File: config.mk
export PLATFORM = sky130hd
export DESIGN_NAME = tkst_ctrl
export DESIGN_NICKNAME = d
export VERILOG_FILES = /design/src/hw/rtl/tkst_pkg.sv /design/src/hw/rtl/tkst_ctrl.sv
export SDC_FILE = /design/constraint.sdc
export NUM_CORES = 1
export LEC_CHECK = 0
export ABC_AREA = 0
export BUFFER_PORTS_ARGS = -buffer_cell sky130_fd_sc_hd__buf_2
export CORE_AREA = 2 2 39 41
export DETAILED_ROUTE_END_ITERATION = 10
export DIE_AREA = 0 0 41 43
export GPL_ROUTABILITY_DRIVEN = 0
export SYNTH_ARGS = -nofsm -noshare
export SYNTH_HDL_FRONTEND = slang
export SYNTH_SLANG_ARGS = --single-unit
File: constraint.sdc
create_clock -name clk -period 2.1 [get_ports clk]
set_input_delay 0.21 -clock clk [delete_from_list [all_inputs] [get_ports clk]]
set_output_delay 0.21 -clock clk [all_outputs]
set_load 0.1 [all_outputs]
File: src/hw/rtl/tkst_pkg.sv
// ----------------------------------------------------------------------------
// tkst_pkg
// types and codes shared by the two-key session table modules
// ----------------------------------------------------------------------------
package tkst_pkg;

	typedef enum logic [1:0] {
		FN_ADD         = 2'd0,
		FN_REMOVE      = 2'd1,
		FN_SOCK_OF_USR = 2'd2,
		FN_USR_OF_SOCK = 2'd3
	} func_t;

	typedef enum logic [1:0] {
		ST_OK      = 2'd0,
		ST_FULL    = 2'd1,
		ST_MISSING = 2'd2
	} rsp_status_t;

	typedef struct packed {
		func_t       func;
		logic [31:0] user_id;
		logic [15:0] socket_id;
	} req_t;

	typedef struct packed {
		rsp_status_t status;
		logic [31:0] found_user;
		logic [15:0] found_socket;
		logic [7:0]  entry_count;
	} rsp_t;

	typedef struct packed {
		logic [31:0] user;
		logic [15:0] sock;
	} entry_t;

	typedef enum logic [2:0] {
		S_IDLE,
		S_SCAN,
		S_HIT,
		S_MISS,
		S_FULL,
		S_MOVE
	} state_t;

	typedef struct packed {
		logic start;
		logic scan;
		logic rd_last;
		logic upd;
		logic append;
		logic move;
		logic res_rec;
		logic res_miss;
		logic res_full;
	} cmd_t;

	typedef struct packed {
		func_t op;
		logic  hit;
		logic  miss;
		logic  full;
		logic  out_free;
	} sts_t;

endpackage

File: src/hw/rtl/tkst_ctrl.sv
// ----------------------------------------------------------------------------
// tkst_ctrl
// sequencer for scan, update, append and swap-remove of the session table
// ----------------------------------------------------------------------------
module tkst_ctrl import tkst_pkg::*; (
	input  logic clk,
	input  logic arst_n,
	input  logic req_valid,
	output logic req_stall,
	input  sts_t sts,
	output cmd_t cmd
);

	state_t state_q;
	state_t state_d;

	always_ff @(posedge clk or negedge arst_n) begin
		if (!arst_n) begin
			state_q <= S_IDLE;
		end else begin
			state_q <= state_d;
		end
	end

	always_comb begin
		state_d   = state_q;
		cmd       = '0;
		req_stall = 1'b1;
		case (state_q)
			S_IDLE: begin
				req_stall = 1'b0;
				if (req_valid) begin
					cmd.start = 1'b1;
					state_d   = S_SCAN;
				end
			end
			S_SCAN: begin
				if (sts.op == FN_ADD && sts.full) begin
					state_d = S_FULL;
				end else begin
					cmd.scan = 1'b1;
					if (sts.hit) begin
						state_d = S_HIT;
					end else if (sts.miss) begin
						state_d = S_MISS;
					end
				end
			end
			S_FULL: begin
				if (sts.out_free) begin
					cmd.res_full = 1'b1;
					state_d      = S_IDLE;
				end
			end
			S_HIT: begin
				case (sts.op)
					FN_ADD: begin
						if (sts.out_free) begin
							cmd.upd = 1'b1;
							state_d = S_IDLE;
						end
					end
					FN_REMOVE: begin
						cmd.rd_last = 1'b1;
						state_d     = S_MOVE;
					end
					default: begin
						if (sts.out_free) begin
							cmd.res_rec = 1'b1;
							state_d     = S_IDLE;
						end
					end
				endcase
			end
			S_MISS: begin
				if (sts.out_free) begin
					if (sts.op == FN_ADD) begin
						cmd.append = 1'b1;
					end else begin
						cmd.res_miss = 1'b1;
					end
					state_d = S_IDLE;
				end
			end
			S_MOVE: begin
				if (sts.out_free) begin
					cmd.move = 1'b1;
					state_d  = S_IDLE;
				end
			end
			default: begin
				state_d = S_IDLE;
			end
		endcase
	end

endmodule

Word level (Yosys, flattened, before mapping)
Index checks and enable logic that the tools add are counted.

Output and inout bits: 10. Input bits: 9. Logic and storage cells: 41. Register bits: 3.

Mux-type cells: 26. Equal/unequal tests: 8. Reductions and logical operators: 6.

Operators with widths (number): $mux W1 (18); $mux W3 (6); $pmux W3 S4 (1); $eq A3 B2 Y1 const B (2); $eq A3 B3 Y1 const B (2); $ne A4 B4 Y1 const B (1); $eq A3 B1 Y1 const B (1); $logic_not A3 Y1 (1); $reduce_or A3 Y1 (1); $eq A2 B1 Y1 const B (1); $logic_not A2 Y1 (1); $mux W2 (1); $ne A2 B2 Y1 const B (1); $reduce_and A2 Y1 (1); $reduce_or A2 Y1 (1); $logic_and A1 B1 Y1 (1).

Logic depth before layout (Yosys ltp)
Depth after elaboration: 4. Gate-level depth with buffers: 4. Mapped depth without buffers: 3.

Worst setup path after synthesis
No wires, ideal clock.

Path kind: register to output. Start: register state_q[1]. End: output port cmd[2] (netlist bit). Arrival time: 3.698 ns. Required time: 1.890 ns. Path buffers: 1. Stages on the path, launching flop included: 4. Path slack: -1.808 ns. Cell sequence: dfrtp_1 > buf_2 > nand2_1 > nor4b_1.

RTL lines: start, declared (line tkst_ctrl.sv:14) `state_t state_q;`; start signal, assigned (line tkst_ctrl.sv:21) `state_q <= state_d;`; end, declared (line tkst_ctrl.sv:11) `output cmd_t cmd`.

==> metrics.txt <==
outcome=completed; Critical Path Start Type=register; clock buffer depth=2; Rel. slew slack=67.69%; Die Area=1763 um^2; Critical Path, Cell by Cell=or3_2 -> nor2_4 -> buf_2; via count=346; DP HPWL=651.6 um; CTS tree=done; Critical Path End Type=primary output; gr ovfl total=0; Top reg by flops=state_q; Top-Level Pins=19; Largest regs=state_q: 3 flops; post-DR wirelength/cell=11.62 um; FMAX=0.4981 GHz; starting density of the core=22.60%; placed cell areas=436.7 um^2; final core occ=34.18%; antenna diode count=0; NumNets Final=68; RSZ-0062 raised after global routing=no; Synth Register Bits=3; critical path's top delay family=simple AND/OR/NAND/NOR gates; die height=43 um; Largest register FFs=3; Hold WC Path Type=in -> async; number of buffers and inverters on the critical path=1; Final Routed Wirelength=860 um; clk_lat worst skew=240 ps; Routed Antenna Nets=0; TritonCTS buffer count=3; Slew Limit Fails=0; clk root buf=clkbuf_4; Max FO, Critical Path=9; Fin Clk Skew=6.917 ps; initial antenna violation count=0; layout cells sized above 1=56.90%; global-route wire length before repair=1242 um; Slew @ Worst Pin=488.0 ps; Synth Instances=38; GRT Total Usage=10.69%; DP Cell Count=69; fill count=146; area of the multi-input gates=244.0 um^2; MaxCap Viol Count=0; final hold vios=0; fin crit share=95.61%; final setup TNS=0 ps; FF/Latch Area=75.07 um^2; Die W=41 um; number of H-tree levels=1; Design Area, Final=473.0 um^2; YS warnings=0; Final setup viols=0; leak pwr=0.2149 nW; area of the mapped netlist=312.8 um^2; post-synthesis sequential area ratio=24.00%; CP Data Arrival Time=1800 ps; CTS sink cnt=3; pin count of the biggest net entering global routing=12; number of global-route vias before repair=281; syn avg cell area=8.232 um^2; postcts setup bufs=0; routed vias/inst=4.676; Crit path required time=1890 ps; CP peak stage delay=560 ps; drc violations=0; overall power=0.7803 mW; hold-fix buffer count after cts=1; row count=14; syn nets=47; Tmin final=2008 ps; critical path class=reg -> out; library cells used by synthesis=26; Slowest-stage cell, CP=or3_2; DRT Pass-1 Iters=3; PD cells=1650 nW/um^2; 1st-iter DRT viols=8; number of buffers added on ports=18; clk slew on worst S/H paths=40 ps; post-cts resize count=0; VDD IR-drop max=1.004 mV; Core Area=1384 um^2; non-filler instance count after layout=74; area grow syn2layout=51.20%
cell usage after synthesis:
cell	number	area share [%]
a22o_1	1	2.8
nand2b_1	2	4.0
buf_2	1	1.6
nand2_1	2	2.4
or2_2	1	2.0
or3b_4	1	3.6
nor2_1	4	4.8
nor4_1	1	2.0
o22ai_1	1	2.0
a32oi_1	1	2.8
nor3_1	3	4.8
buf_6	1	3.6
a211oi_1	1	2.4
nor3b_1	1	2.4
a21oi_1	2	3.2
inv_1	2	2.4
nand3b_1	1	2.4
nor2b_1	1	2.0
buf_12	1	6.4
or2b_1	1	2.4
or3_1	1	2.0
a2111oi_1	1	3.2
or4_1	1	2.4
dfrtp_1	3	24
or3b_1	1	2.8
nor4b_1	2	5.6
metrics by stage:
step	hold slack, ps	setup slack [ps]
after global placement	11.29	347.9
after CTS	294.8	76.78
after floorplan	-85.59	-492.4
after global routing	299.1	17.21
final	302.2	92.20
after detailed placement	10.92	331.6
final cells by class:
class                      instances  share of cell area (%)
multi-input combinational         30                   51.59
clock buffer                       4                   5.556
tap                               16                   4.233
timing repair buffer              19                   21.16
sequential                         3                   15.87
inverter                           2                   1.587
cell families (layout without fill, tap and decap cells):
group	count (synthesis)	in the layout	share of synthesized area [%]
AO/OA/AOI/OAI	7	7	16.40
flip-flops	3	3	24.00
AND/OR/NAND/NOR	23	23	45.61
buffers and inverters	5	25	14.00
power breakdown:
group / internal, mW / switching, mW
clock network: 0.0713 / 0.0314
logic: 0.119 / 0.412
registers: 0.0808 / 0.0656
total: 0.271 / 0.509
path summary, 6_finish.rpt:
path | to | cells after the start | slack [ps] | from
max reg2reg | state_q[0]$_DFFE_PN0P_ | 3 | 530 | state_q[2]$_DFFE_PN0P_
min reg2reg | state_q[2]$_DFFE_PN0P_ | 1 | 680 | state_q[1]$_DFFE_PN0P_
min | state_q[2]$_DFFE_PN0P_ | 2 | 300 | arst_n
max | cmd[8] | 3 | 90 | state_q[1]$_DFFE_PN0P_
max in group asynchronous | state_q[0]$_DFFE_PN0P_ | 2 | 1680 | arst_n
min in group clk | state_q[1]$_DFFE_PN0P_ | 3 | 320 | sts[2]
metal layers:
metal	track usage, %	share of wire (%)
met2	12.50	40
met4	4.000	0
met3	6.283	10
met1	15.64	50
met5	0	0
cells in the final DEF, fill, tap and decap left out, drive strengths merged:
| cell | instances |
|---|---|
| buf | 18 |
| clkbuf | 4 |
| nor2 | 4 |
| dfrtp | 3 |
| nor3 | 3 |
| nand2b | 2 |
| nand2 | 2 |
| nor4b | 2 |
| inv | 2 |
| a21oi | 2 |
| or3b | 2 |
| a211oi | 1 |
| or3 | 1 |
| nor4 | 1 |
| nor3b | 1 |
| or2 | 1 |
| a22o | 1 |
| a2111oi | 1 |
| or2b | 1 |
| nand3b | 1 |
| or4 | 1 |
| nor2b | 1 |
| a32oi | 1 |
| o22ai | 1 |
| dlygate4sd3 | 1 |
(Power assumes the default switching activity.)
